===== src/rtl/aefp_pkg.sv =====
// Shared types and constants for the ASCII encoder frame parser.
// Used by every module under rtl; depends on nothing else.
package aefp_pkg;

    // Field and counter widths
    localparam int BYTE_BITS     = 8;
    localparam int COUNT_BITS    = 32;
    localparam int STREAK_BITS   = 8;
    localparam int TIMEOUT_BITS  = 16;
    localparam int LIMIT_BITS    = 8;
    localparam int TOKEN_BITS    = 3;
    localparam int AXES          = 4;
    localparam int AXIS_IDX_BITS = 2;
    localparam int OUT_POS_BITS  = 32;
    localparam int APB_DATA_BITS = 32;
    localparam int APB_ADDR_BITS = 3;

    localparam int POSITION_BITS_DEFAULT = 32;

    // Register reset values
    localparam logic [TIMEOUT_BITS-1:0] TIMEOUT_RESET    = 16'd1000;
    localparam logic [LIMIT_BITS-1:0]   LINE_LIMIT_RESET = 8'd64;

    // Token counting: token 0 is the label, tokens 1..4 carry the axes
    localparam logic [TOKEN_BITS-1:0] TOKEN_MAX         = 3'd5;
    localparam logic [TOKEN_BITS-1:0] FIRST_VALUE_TOKEN = 3'd2;

    // Characters of interest
    localparam logic [BYTE_BITS-1:0] CHAR_NUL   = 8'h00;
    localparam logic [BYTE_BITS-1:0] CHAR_TAB   = 8'h09;
    localparam logic [BYTE_BITS-1:0] CHAR_LF    = 8'h0A;
    localparam logic [BYTE_BITS-1:0] CHAR_CR    = 8'h0D;
    localparam logic [BYTE_BITS-1:0] CHAR_SPACE = 8'h20;
    localparam logic [BYTE_BITS-1:0] CHAR_PLUS  = 8'h2B;
    localparam logic [BYTE_BITS-1:0] CHAR_COMMA = 8'h2C;
    localparam logic [BYTE_BITS-1:0] CHAR_MINUS = 8'h2D;
    localparam logic [BYTE_BITS-1:0] CHAR_ZERO  = 8'h30;
    localparam logic [BYTE_BITS-1:0] CHAR_NINE  = 8'h39;

    // Input item kind
    typedef enum logic {
        REQ_BYTE = 1'b0,
        REQ_TICK = 1'b1
    } aefp_req_t;

    // Configuration register index
    typedef enum logic {
        REG_TIMEOUT    = 1'b0,
        REG_LINE_LIMIT = 1'b1
    } aefp_reg_t;

    // Line control to number parser
    typedef struct packed {
        logic                 start;   // a new line opens with this byte
        logic                 parse;   // byte fits the line and is parsed
        logic [BYTE_BITS-1:0] data;
    } aefp_parse_ctrl_t;

    // Line events for the statistics
    typedef struct packed {
        logic tick;
        logic done;
        logic good;
        logic bad;
    } aefp_event_t;

    typedef struct packed {
        logic [COUNT_BITS-1:0]  frames;
        logic [COUNT_BITS-1:0]  goods;
        logic [COUNT_BITS-1:0]  bads;
        logic [COUNT_BITS-1:0]  stales;
        logic [STREAK_BITS-1:0] streak;
    } aefp_counts_t;

endpackage


===== src/rtl/aefp_cfg_regs.sv =====
// APB register file for the frame parser: timeout and line limit.
// Depends on aefp_pkg.
module aefp_cfg_regs (
    input  logic                                clk,
    input  logic                                rst_n,
    input  logic                                psel,
    input  logic                                penable,
    input  logic                                pwrite,
    input  logic [aefp_pkg::APB_ADDR_BITS-1:0]  paddr,
    input  logic [aefp_pkg::APB_DATA_BITS-1:0]  pwdata,
    output logic [aefp_pkg::APB_DATA_BITS-1:0]  prdata,
    output logic                                pready,
    output logic [aefp_pkg::TIMEOUT_BITS-1:0]   timeout_ms,
    output logic [aefp_pkg::LIMIT_BITS-1:0]     line_limit
);
    import aefp_pkg::*;

    logic [TIMEOUT_BITS-1:0] timeout_reg;
    logic [LIMIT_BITS-1:0]   limit_reg;
    aefp_reg_t               reg_sel;
    logic                    wr_en;

    assign pready  = 1'b1;
    assign reg_sel = aefp_reg_t'(paddr[2]);
    assign wr_en   = psel && penable && pwrite && pready;

    // Write on the access phase
    always_ff @(posedge clk or negedge rst_n)
    begin
        if (!rst_n)
        begin
            timeout_reg <= TIMEOUT_RESET;
            limit_reg   <= LINE_LIMIT_RESET;
        end
        else if (wr_en)
        begin
            case (reg_sel)
                REG_TIMEOUT:    timeout_reg <= pwdata[TIMEOUT_BITS-1:0];
                REG_LINE_LIMIT: limit_reg   <= pwdata[LIMIT_BITS-1:0];
                default:        ;
            endcase
        end
    end

    // Read back
    always_comb
    begin
        case (reg_sel)
            REG_TIMEOUT:    prdata = APB_DATA_BITS'(timeout_reg);
            REG_LINE_LIMIT: prdata = APB_DATA_BITS'(limit_reg);
            default:        prdata = '0;
        endcase
    end

    assign timeout_ms = timeout_reg;
    assign line_limit = limit_reg;

endmodule


===== src/rtl/aefp_num_parser.sv =====
// Token splitter and signed decimal reader for one line; holds the
// four pending axis values. Depends on aefp_pkg.
module aefp_num_parser #(
    parameter int POSITION_BITS = aefp_pkg::POSITION_BITS_DEFAULT
) (
    input  logic                          clk,
    input  logic                          rst_n,
    input  aefp_pkg::aefp_parse_ctrl_t    ctrl,
    output logic                          tok_full,
    output logic signed [POSITION_BITS-1:0] pending [aefp_pkg::AXES]
);
    import aefp_pkg::*;

    localparam int PW = POSITION_BITS + 4;
    localparam logic [POSITION_BITS-1:0] MAG_CAP = {1'b1, {(POSITION_BITS-1){1'b0}}};

    typedef enum logic [1:0] {
        PH_BLANK  = 2'd0,
        PH_SIGN   = 2'd1,
        PH_DIGITS = 2'd2,
        PH_DONE   = 2'd3
    } phase_t;

    logic                     nul_reg,   nul_next,   nul_cur;
    logic                     tok_reg,   tok_next,   tok_cur;
    logic [TOKEN_BITS-1:0]    tc_reg,    tc_next,    tc_cur;
    phase_t                   ph_reg,    ph_next,    ph_cur, ph_eff;
    logic                     neg_reg,   neg_next,   neg_cur;
    logic [POSITION_BITS-1:0] mag_reg,   mag_next,   mag_cur;
    logic signed [POSITION_BITS-1:0] pend_reg [AXES];
    logic signed [POSITION_BITS-1:0] pend_next [AXES];

    logic                     is_digit, is_blank, is_sign;
    logic                     clr_slot, dig_slot;
    logic [TOKEN_BITS-1:0]    slot_full;
    logic [AXIS_IDX_BITS-1:0] slot;
    logic [PW-1:0]            prod;
    logic [POSITION_BITS-1:0] mag_dig;
    logic [POSITION_BITS-1:0] value;
    logic [BYTE_BITS-1:0]     c;

    assign c        = ctrl.data;
    assign is_digit = c inside {[CHAR_ZERO:CHAR_NINE]};
    assign is_blank = (c == CHAR_SPACE) || (c inside {[CHAR_TAB:CHAR_CR]});
    assign is_sign  = (c == CHAR_PLUS) || (c == CHAR_MINUS);

    // Opening a line starts from a clean parse state
    always_comb
    begin
        nul_cur = ctrl.start ? 1'b0 : nul_reg;
        tok_cur = ctrl.start ? 1'b0 : tok_reg;
        tc_cur  = ctrl.start ? '0   : tc_reg;
        ph_cur  = ctrl.start ? PH_BLANK : ph_reg;
        neg_cur = ctrl.start ? 1'b0 : neg_reg;
        mag_cur = ctrl.start ? '0   : mag_reg;
    end

    // Advance the token and number state by one byte
    always_comb
    begin
        nul_next = nul_cur;
        tok_next = tok_cur;
        tc_next  = tc_cur;
        ph_eff   = ph_cur;
        neg_next = neg_cur;
        mag_next = mag_cur;
        clr_slot = 1'b0;
        if (ctrl.parse && !nul_cur)
        begin
            if (c == CHAR_NUL)
            begin
                nul_next = 1'b1;
            end
            else if (c == CHAR_COMMA)
            begin
                tok_next = 1'b0;
            end
            else if (!tok_cur)
            begin
                tok_next = 1'b1;
                neg_next = 1'b0;
                mag_next = '0;
                if (tc_cur >= TOKEN_MAX)
                begin
                    ph_eff = PH_DONE;
                end
                else
                begin
                    tc_next = tc_cur + 1'b1;
                    if (tc_next >= FIRST_VALUE_TOKEN)
                    begin
                        ph_eff   = PH_BLANK;
                        clr_slot = 1'b1;
                    end
                    else
                    begin
                        ph_eff = PH_DONE;
                    end
                end
            end
        end
    end

    // Classify the byte in the current number phase
    always_comb
    begin
        ph_next  = ph_eff;
        dig_slot = 1'b0;
        if (ctrl.parse && !nul_cur && c != CHAR_NUL && c != CHAR_COMMA)
        begin
            case (ph_eff)
                PH_BLANK:
                begin
                    if (is_blank)
                    begin
                        ph_next = PH_BLANK;
                    end
                    else if (is_sign)
                    begin
                        ph_next = PH_SIGN;
                    end
                    else if (is_digit)
                    begin
                        ph_next  = PH_DIGITS;
                        dig_slot = 1'b1;
                    end
                    else
                    begin
                        ph_next = PH_DONE;
                    end
                end
                PH_SIGN, PH_DIGITS:
                begin
                    if (is_digit)
                    begin
                        ph_next  = PH_DIGITS;
                        dig_slot = 1'b1;
                    end
                    else
                    begin
                        ph_next = PH_DONE;
                    end
                end
                default: ph_next = PH_DONE;
            endcase
        end
    end

    // Sign from the sign byte, only in the blank phase
    logic neg_out;
    assign neg_out = (ctrl.parse && !nul_cur && ph_eff == PH_BLANK && is_sign)
                     ? (c == CHAR_MINUS) : neg_next;

    // Multiply by ten and add the digit, saturating at the magnitude cap
    always_comb
    begin
        prod    = PW'({mag_next, 3'b000}) + PW'({mag_next, 1'b0})
                + PW'(c - CHAR_ZERO);
        mag_dig = (prod > PW'(MAG_CAP)) ? MAG_CAP : prod[POSITION_BITS-1:0];
        if (neg_out)
            value = {POSITION_BITS{1'b0}} - mag_dig;
        else
            value = mag_dig[POSITION_BITS-1] ? (MAG_CAP - 1'b1) : mag_dig;
    end

    assign slot_full = tc_next - FIRST_VALUE_TOKEN;
    assign slot      = slot_full[AXIS_IDX_BITS-1:0];

    // Pending values: cleared at line open and token start, loaded per digit
    always_comb
    begin
        for (int i = 0; i < AXES; i++)
        begin
            pend_next[i] = ctrl.start ? '0 : pend_reg[i];
            if (clr_slot && slot == AXIS_IDX_BITS'(i))
                pend_next[i] = '0;
            if (dig_slot && slot == AXIS_IDX_BITS'(i))
                pend_next[i] = value;
        end
    end

    // Hold state unless a byte opens or extends a line
    always_ff @(posedge clk or negedge rst_n)
    begin
        if (!rst_n)
        begin
            nul_reg <= 1'b0;
            tok_reg <= 1'b0;
            tc_reg  <= '0;
            ph_reg  <= PH_BLANK;
            neg_reg <= 1'b0;
            mag_reg <= '0;
            for (int i = 0; i < AXES; i++)
                pend_reg[i] <= '0;
        end
        else if (ctrl.start || ctrl.parse)
        begin
            nul_reg <= nul_next;
            tok_reg <= tok_next;
            tc_reg  <= tc_next;
            ph_reg  <= ph_next;
            neg_reg <= neg_out;
            mag_reg <= dig_slot ? mag_dig : mag_next;
            for (int i = 0; i < AXES; i++)
                pend_reg[i] <= pend_next[i];
        end
    end

    assign tok_full = (tc_reg >= TOKEN_MAX);
    assign pending  = pend_reg;

endmodule


===== src/rtl/aefp_line_ctrl.sv =====
// Line framing: open, length check, CR/LF termination and event decode.
// Depends on aefp_pkg.
module aefp_line_ctrl (
    input  logic                              clk,
    input  logic                              rst_n,
    input  logic                              step,
    input  aefp_pkg::aefp_req_t               req_type,
    input  logic [aefp_pkg::BYTE_BITS-1:0]    rx_byte,
    input  logic [aefp_pkg::LIMIT_BITS-1:0]   line_limit,
    input  logic                              tok_full,
    output aefp_pkg::aefp_parse_ctrl_t        ctrl,
    output aefp_pkg::aefp_event_t             ev
);
    import aefp_pkg::*;

    logic                  in_line_reg, in_line_next;
    logic [LIMIT_BITS-1:0] count_reg,   count_next, count_cur;
    logic [LIMIT_BITS-1:0] room;
    logic                  is_term, is_byte, fits;

    assign is_byte   = step && (req_type == REQ_BYTE);
    assign is_term   = (rx_byte == CHAR_CR) || (rx_byte == CHAR_LF);
    assign room      = (line_limit >= LIMIT_BITS'(1)) ? line_limit - 1'b1 : '0;
    assign count_cur = in_line_reg ? count_reg : '0;
    assign fits      = count_cur < room;

    // Decode the beat into parser control and line events
    always_comb
    begin
        in_line_next = in_line_reg;
        count_next   = count_reg;
        ctrl.start   = 1'b0;
        ctrl.parse   = 1'b0;
        ctrl.data    = rx_byte;
        ev.tick      = step && (req_type == REQ_TICK);
        ev.done      = 1'b0;
        ev.good      = 1'b0;
        ev.bad       = 1'b0;
        if (is_byte && is_term)
        begin
            if (in_line_reg)
            begin
                in_line_next = 1'b0;
                count_next   = '0;
                ev.done      = 1'b1;
                ev.good      = tok_full;
                ev.bad       = !tok_full;
            end
        end
        else if (is_byte)
        begin
            ctrl.start = !in_line_reg;
            if (fits)
            begin
                in_line_next = 1'b1;
                count_next   = count_cur + 1'b1;
                ctrl.parse   = 1'b1;
            end
            else
            begin
                // Overflow: drop the byte and abandon the line
                in_line_next = 1'b0;
                count_next   = '0;
                ev.bad       = 1'b1;
            end
        end
    end

    always_ff @(posedge clk or negedge rst_n)
    begin
        if (!rst_n)
        begin
            in_line_reg <= 1'b0;
            count_reg   <= '0;
        end
        else
        begin
            in_line_reg <= in_line_next;
            count_reg   <= count_next;
        end
    end

endmodule


===== src/rtl/aefp_stats.sv =====
// Positions, frame counters and millisecond stale timeout.
// Depends on aefp_pkg; takes pending values from the number parser.
module aefp_stats #(
    parameter int POSITION_BITS = aefp_pkg::POSITION_BITS_DEFAULT
) (
    input  logic                              clk,
    input  logic                              rst_n,
    input  aefp_pkg::aefp_event_t             ev,
    input  logic [aefp_pkg::TIMEOUT_BITS-1:0] timeout_ms,
    input  logic signed [POSITION_BITS-1:0]   pending [aefp_pkg::AXES],
    output logic signed [POSITION_BITS-1:0]   pos_next [aefp_pkg::AXES],
    output aefp_pkg::aefp_counts_t            counts_next
);
    import aefp_pkg::*;

    logic signed [POSITION_BITS-1:0] pos_reg [AXES];
    aefp_counts_t                    counts_reg;
    logic [TIMEOUT_BITS-1:0]         ms_reg, ms_next;
    logic [TIMEOUT_BITS:0]           ms_inc;

    assign ms_inc = {1'b0, ms_reg} + 1'b1;

    // Update counters for this beat
    always_comb
    begin
        counts_next = counts_reg;
        ms_next     = ms_reg;
        for (int i = 0; i < AXES; i++)
            pos_next[i] = ev.good ? pending[i] : pos_reg[i];
        if (ev.tick)
        begin
            if (ms_inc > {1'b0, timeout_ms})
            begin
                counts_next.stales = counts_reg.stales + 1'b1;
                counts_next.streak = counts_reg.streak + 1'b1;
                ms_next            = '0;
            end
            else
            begin
                ms_next = ms_inc[TIMEOUT_BITS-1:0];
            end
        end
        if (ev.done)
            counts_next.frames = counts_reg.frames + 1'b1;
        if (ev.good)
        begin
            counts_next.goods  = counts_reg.goods + 1'b1;
            counts_next.streak = '0;
            ms_next            = '0;
        end
        if (ev.bad)
            counts_next.bads = counts_reg.bads + 1'b1;
    end

    always_ff @(posedge clk or negedge rst_n)
    begin
        if (!rst_n)
        begin
            counts_reg <= '0;
            ms_reg     <= '0;
            for (int i = 0; i < AXES; i++)
                pos_reg[i] <= '0;
        end
        else
        begin
            counts_reg <= counts_next;
            ms_reg     <= ms_next;
            for (int i = 0; i < AXES; i++)
                pos_reg[i] <= pos_next[i];
        end
    end

    // A good line is always a finished line
    a_good_is_done: assert property (@(posedge clk) disable iff (!rst_n)
        ev.good |-> ev.done && !ev.bad)
        else $error("good line without line end");

    // Every finished line bumps the frame count by one
    a_frame_count: assert property (@(posedge clk) disable iff (!rst_n)
        ev.done |=> counts_reg.frames == $past(counts_reg.frames) + 1'b1)
        else $error("frame count did not advance");

    // A good line restarts the stale timer and streak
    a_good_clears: assert property (@(posedge clk) disable iff (!rst_n)
        ev.good |=> ms_reg == '0 && counts_reg.streak == '0)
        else $error("good line did not clear stale state");

    // Counters rest when no event arrives
    a_quiet_hold: assert property (@(posedge clk) disable iff (!rst_n)
        !(ev.tick || ev.done || ev.bad) |=> $stable(counts_reg))
        else $error("counters moved without an event");

endmodule


===== src/rtl/ascii_encoder_frame_parser.sv =====
// Top level of the ASCII encoder frame parser: stream ports, APB port,
// input and result registers. Depends on aefp_pkg and the aefp_* modules.
//
// Accepts one beat per clock unless the result side stalls: a received
// byte or a millisecond tick. Each beat yields exactly one result beat,
// carrying the line end and line good flags with the current positions and
// counters. Beats pass through an input register, the line, token and
// number logic that updates the parser state, and a result register; the
// parser state loop closes in that logic, so throughput is one beat per
// cycle. No clearing pass follows reset. The user must write configuration
// over APB only while the stream is idle; the block does not enforce it.
module ascii_encoder_frame_parser #(
    parameter int POSITION_BITS = aefp_pkg::POSITION_BITS_DEFAULT
) (
    input  logic                                clk,
    input  logic                                rst_n,
    input  logic                                s_tvalid,
    output logic                                s_tready,
    input  logic [7:0]                          s_tdata,  // [7:0] rx_byte
    input  logic                                s_tuser,  // [0] req_type
    output logic                                m_tvalid,
    input  logic                                m_tready,
    // [31:0] position_a, [63:32] position_b, [95:64] position_c,
    // [127:96] position_d, [159:128] frame_total, [191:160] good_total,
    // [223:192] bad_total, [255:224] stale_total, [263:256] stale_run
    output logic [263:0]                        m_tdata,
    output logic [1:0]                          m_tuser,  // [0] line_done, [1] line_good
    input  logic                                psel,
    input  logic                                penable,
    input  logic                                pwrite,
    input  logic [aefp_pkg::APB_ADDR_BITS-1:0]  paddr,
    input  logic [aefp_pkg::APB_DATA_BITS-1:0]  pwdata,
    output logic [aefp_pkg::APB_DATA_BITS-1:0]  prdata,
    output logic                                pready
);
    import aefp_pkg::*;

    logic                    in_valid_reg;
    aefp_req_t               in_type_reg;
    logic [BYTE_BITS-1:0]    in_byte_reg;
    logic                    out_valid_reg;
    logic [263:0]            out_data_reg;
    logic [1:0]              out_user_reg;
    logic                    out_ready, step;

    logic [TIMEOUT_BITS-1:0] timeout_ms;
    logic [LIMIT_BITS-1:0]   line_limit;
    aefp_parse_ctrl_t        ctrl;
    aefp_event_t             ev;
    logic                    tok_full;
    logic signed [POSITION_BITS-1:0] pending  [AXES];
    logic signed [POSITION_BITS-1:0] pos_next [AXES];
    aefp_counts_t            counts_next;
    logic [263:0]            result;

    assign out_ready = !out_valid_reg || m_tready;
    assign step      = in_valid_reg && out_ready;
    assign s_tready  = !in_valid_reg || out_ready;

    // Input register
    always_ff @(posedge clk or negedge rst_n)
    begin
        if (!rst_n)
        begin
            in_valid_reg <= 1'b0;
            in_type_reg  <= REQ_BYTE;
            in_byte_reg  <= '0;
        end
        else if (s_tready)
        begin
            in_valid_reg <= s_tvalid;
            if (s_tvalid)
            begin
                in_type_reg <= aefp_req_t'(s_tuser);
                in_byte_reg <= s_tdata;
            end
        end
    end

    aefp_cfg_regs u_cfg (
        .clk        (clk),
        .rst_n      (rst_n),
        .psel       (psel),
        .penable    (penable),
        .pwrite     (pwrite),
        .paddr      (paddr),
        .pwdata     (pwdata),
        .prdata     (prdata),
        .pready     (pready),
        .timeout_ms (timeout_ms),
        .line_limit (line_limit)
    );

    aefp_line_ctrl u_line (
        .clk        (clk),
        .rst_n      (rst_n),
        .step       (step),
        .req_type   (in_type_reg),
        .rx_byte    (in_byte_reg),
        .line_limit (line_limit),
        .tok_full   (tok_full),
        .ctrl       (ctrl),
        .ev         (ev)
    );

    aefp_num_parser #(
        .POSITION_BITS (POSITION_BITS)
    ) u_parser (
        .clk      (clk),
        .rst_n    (rst_n),
        .ctrl     (ctrl),
        .tok_full (tok_full),
        .pending  (pending)
    );

    aefp_stats #(
        .POSITION_BITS (POSITION_BITS)
    ) u_stats (
        .clk         (clk),
        .rst_n       (rst_n),
        .ev          (ev),
        .timeout_ms  (timeout_ms),
        .pending     (pending),
        .pos_next    (pos_next),
        .counts_next (counts_next)
    );

    // Pack the result beat; positions carry their low 32 bits
    always_comb
    begin
        for (int i = 0; i < AXES; i++)
            result[i*OUT_POS_BITS +: OUT_POS_BITS] = OUT_POS_BITS'(pos_next[i]);
        result[159:128] = counts_next.frames;
        result[191:160] = counts_next.goods;
        result[223:192] = counts_next.bads;
        result[255:224] = counts_next.stales;
        result[263:256] = counts_next.streak;
    end

    // Result register
    always_ff @(posedge clk or negedge rst_n)
    begin
        if (!rst_n)
        begin
            out_valid_reg <= 1'b0;
            out_data_reg  <= '0;
            out_user_reg  <= '0;
        end
        else if (out_ready)
        begin
            out_valid_reg <= in_valid_reg;
            if (step)
            begin
                out_data_reg <= result;
                out_user_reg <= {ev.good, ev.done};
            end
        end
    end

    assign m_tvalid = out_valid_reg;
    assign m_tdata  = out_data_reg;
    assign m_tuser  = out_user_reg;

endmodule

===== config.mk =====
export PLATFORM = sky130hd
export DESIGN_NAME = ascii_encoder_frame_parser
export DESIGN_NICKNAME = d
export VERILOG_FILES = /design/src/rtl/aefp_pkg.sv /design/src/rtl/aefp_cfg_regs.sv /design/src/rtl/aefp_num_parser.sv /design/src/rtl/aefp_line_ctrl.sv /design/src/rtl/aefp_stats.sv /design/src/rtl/ascii_encoder_frame_parser.sv
export SDC_FILE = /design/constraint.sdc
export NUM_CORES = 2
export LEC_CHECK = 0
export BUFFER_PORTS_ARGS = -buffer_cell sky130_fd_sc_hd__buf_2
export CORE_MARGIN = 2
export CORE_UTILIZATION = 30
export DETAILED_ROUTE_END_ITERATION = 16
export PLACE_DENSITY_LB_ADDON = 0.08
export SYNTH_ARGS = -nofsm -noshare
export SYNTH_HDL_FRONTEND = slang
export SYNTH_HIERARCHICAL = 1
export SYNTH_SLANG_ARGS = --single-unit
export TNS_END_PERCENT = 50

===== constraint.sdc =====
create_clock -name clk -period 10.92 [get_ports clk]
set_input_delay 2.184 -clock clk [delete_from_list [all_inputs] [get_ports clk]]
set_output_delay 2.184 -clock clk [all_outputs]
set_load 0.02 [all_outputs]

==> impl_metrics.py <==
metrics = {
    "status": {
        "outcome": "finished, final reports clean",
    },
    "floorplanning": {
        "io_pins": 352,
        "dieArea_mm2": 0.125,
        "dieWidth_um": 354,
        "num_rows": 128,
        "die_h_um": 354,
        "initial_utilization": 0.302,
        "core_region_area_mm2": 0.122,
    },
    "clocking": {
        "cts_sinks": 758,
        "cts_tree": "yes",
        "clock_latency_ns": 0.67,
        "cts-htree-levels": 3,
        "cts_resized": 0,
        "cts_buffers": 91,
        "path_clk_slew_ns": 0.06,
        "cts-hold-fix-buffers": 0,
        "cts_setup_buffers": 0,
        "clk_path_buf_depth": 3,
        "clock-root-buffer": "clkbuf_16",
    },
    "setup_path": {
        "path_class": "reg2reg",
        "crit_slowest_cell": "o31ai_4",
        "r2r-start": "u_cfg/line_limit[0]",
        "r2r_slack_ns": 1.04,
        "cp.required_ns": 11.50,
        "slowest_delay_ns": 0.57,
        "critPathBufInv": 7,
        "worst_ep_arrival_time_ns": 10.46,
        "cp-start-kind": "register",
        "cp-endpoint": "u_parser/pending[90]",
        "crit_fanout": 35,
        "crit_cells": 40,
        "rr_endpoint": "u_parser/pending[90]",
        "cpLargestDelayFamily": "simple AND/OR/NAND/NOR gates",
        "crit_path_start": "u_cfg/line_limit[0]",
        "endpoint_kind": "register",
        "r2r_cells": 40,
    },
    "sta": {
        "setup_ws_ns": 1.04,
        "grt_setup_unrepaired": "no",
        "fmax_mhz": 101,
        "worst_pin_slew_ns": 1.44,
        "finalSetupTns_ns": 0,
        "setup_viol": 0,
        "slew_headroom": 0.0387,
        "finalCritPeriodShare": 0.905,
        "hold_viol": 0,
        "finClkSkew_ns": 0.0247,
        "fin_crit_ns": 9.88,
        "maxSlewViolCount": 0,
    },
    "synth": {
        "synthTopCellsByArea": "dfrtp_1, mux2_4, mux2_2",
        "synth_top_cells_by_count": "dfrtp_1, nand2_1, mux2_4",
        "yosys_warnings": 6,
        "syn_inst": 3006,
        "avgSynthCellArea_um2": 12.2,
        "synth.most_common_cell": "dfrtp_1",
        "synth_seq_area_share": 0.517,
        "synth_seq_cells": 758,
        "yosys.area.top_type": "dfrtp_1",
        "synthesis.area_mm2": 0.0367,
        "synth_top_flop_cell": "dfrtp_1",
        "synth_top_area_frac": 0.512,
        "synth_edf_count": 0,
        "synthArstFlopShare": 1.00,
        "synth.distinct_cells": 100,
    },
    "placed_design": {
        "preCtsSetupSlack_ns": 0.470,
        "dpl.hpwl_um": 75200,
        "portBuffers": 316,
        "place_congestion": 0.824,
    },
    "global_routing": {
        "grt_pass1_vias": 25102,
        "grt_pass1_wl_um": 163000,
        "met2_usage": 0.269,
        "grt_max_degree": 174,
        "antenna_found_initial": 7,
        "busiest_layer": "met2",
        "grt_usage": 0.168,
        "grt.met3_usage": 0.0355,
        "met1_usage": 0.230,
        "grt_overflow": 0,
    },
    "power": {
        "power_w": 0.00739,
        "max-vdd-ir-drop_uv": 119,
        "power.switching_w": 0.00224,
        "pwr-share-comb": 0.177,
        "p_sw_frac": 0.303,
        "p_clk_frac": 0.415,
        "leakage_nw": 21.3,
        "p_per_area_mw_per_mm2": 172,
        "p_seq_frac": 0.408,
        "internal_power_w": 0.00515,
    },
    "cells_and_area": {
        "drive_gt1_frac": 0.305,
        "largest_reg_flops": 264,
        "syn_to_final_growth_pct": 16.8,
        "nets": 3504,
    },
    "routing": {
        "vias": 24371,
        "wirelength_um": 106000,
        "drt_first_pass_iters": 7,
        "routedWlPerCell_um": 20.9,
        "drcViolationCount": 0,
        "ant_nets": 0,
        "via_per_inst": 4.83,
        "drt_iter0_markers": 1499,
    },
    "hold_path": {
        "min_from": "u_parser/pending[125]",
        "hold_path_class": "reg2reg",
    },
    "flow_run": {
        "maxCapViolCount": 0,
    },
}
[layout by cell type (no fill, tap or decap), types with 12 or more instances in the layout]
cell type	count
nand2_1	297
fa_1	17
o31ai_1	24
nor2b_1	26
a31o_2	16
nand3_1	87
inv_1	61
xor2_1	66
nor3_1	25
o211ai_1	16
o21ai_0	161
ha_1	93
and2_1	36
buf_4	61
clkbuf_1	21
conb_1	17
or3_1	12
and3_1	35
mux2_4	240
a22o_1	32
a21o_1	15
clkinv_2	15
nor4_1	15
nand2b_1	22
a21oi_1	90
dfrtp_1	751
mux2_2	203
buf_2	315
nor2_1	135
clkbuf_16	92
nand4_1	41
and4_1	14
xnor2_1	139
clkbuf_8	23
[metrics by stage]
stage | cell area [um^2] | instances | utilization | hold WS, ns
floorplan | 36800 | 3021 | - | 0.443
detailed placement | 39900 | 4875 | 0.328 | 0.464
global route | 42900 | 5039 | 0.353 | 0.497
global placement | 39900 | 4875 | 0.328 | 0.458
CTS | 42900 | 5039 | 0.353 | 0.476
finish | 42900 | 5043 | 0.353 | 0.473
[worst register-to-register path: cells and delay by family (launching register included)]
family                     cells  cell delay, ns
AOI/OAI and AO/OA             11            2.91
adders and majority gates      5            1.67
buffers and inverters          7            1.25
DFF                            1            0.46
muxes                          1            0.21
and+or+nand+nor               16            3.30
[logic make-up after synthesis]
family | share of synthesized area
simple gates | 0.107
flops | 0.517
compound gates | 0.0856
mux | 0.163
buf+inv | 0.0370
xor+xnor | 0.0493
fa+ha+maj | 0.0410
other cells | 0.000205
[power groups by stage]
stage | sequential (W) | clock [W] | combinational (W)
2_1_floorplan | 0.00303 | 0 | 0.000802
3_3_place_gp | 0.00306 | 0 | 0.00131
3_5_place_dp | 0.00307 | 0 | 0.00133
4_1_cts | 0.00301 | 0.00317 | 0.00133
5_1_grt | 0.00303 | 0.00329 | 0.00143
6_report | 0.00301 | 0.00307 | 0.00131
[area by class of cell]
class | count | area, um^2
clock inverters | 28 | 327
repair buffers | 381 | 2130
well taps | 1625 | 2030
flip-flops and latches | 758 | 19000
fillers | 11931 | 78700
inverters | 63 | 236
multi-input cells | 2048 | 16500
clock buffers | 136 | 2700
diodes | 4 | 10.0
[routing by layer]
metal  vias up  share of wire
met5         -              0
met4         0          0.022
met3       115          0.052
met2       519           0.47
met1     12408           0.46
li1      11329              -
[worst min-delay path by stage]
stage	slack, ns	cells past startpoint	to
2_1_floorplan	0.44	1	u_stats/counts_reg[71]
3_3_place_gp	0.46	2	u_parser/pending[13]
3_5_place_dp	0.46	2	u_parser/pending[125]
4_1_cts	0.48	1	u_stats/counts_reg[71]
5_1_grt	0.50	1	u_stats/counts_reg[135]
6_report	0.47	2	u_parser/pending[125]
Power figures use the tool's default switching activity.
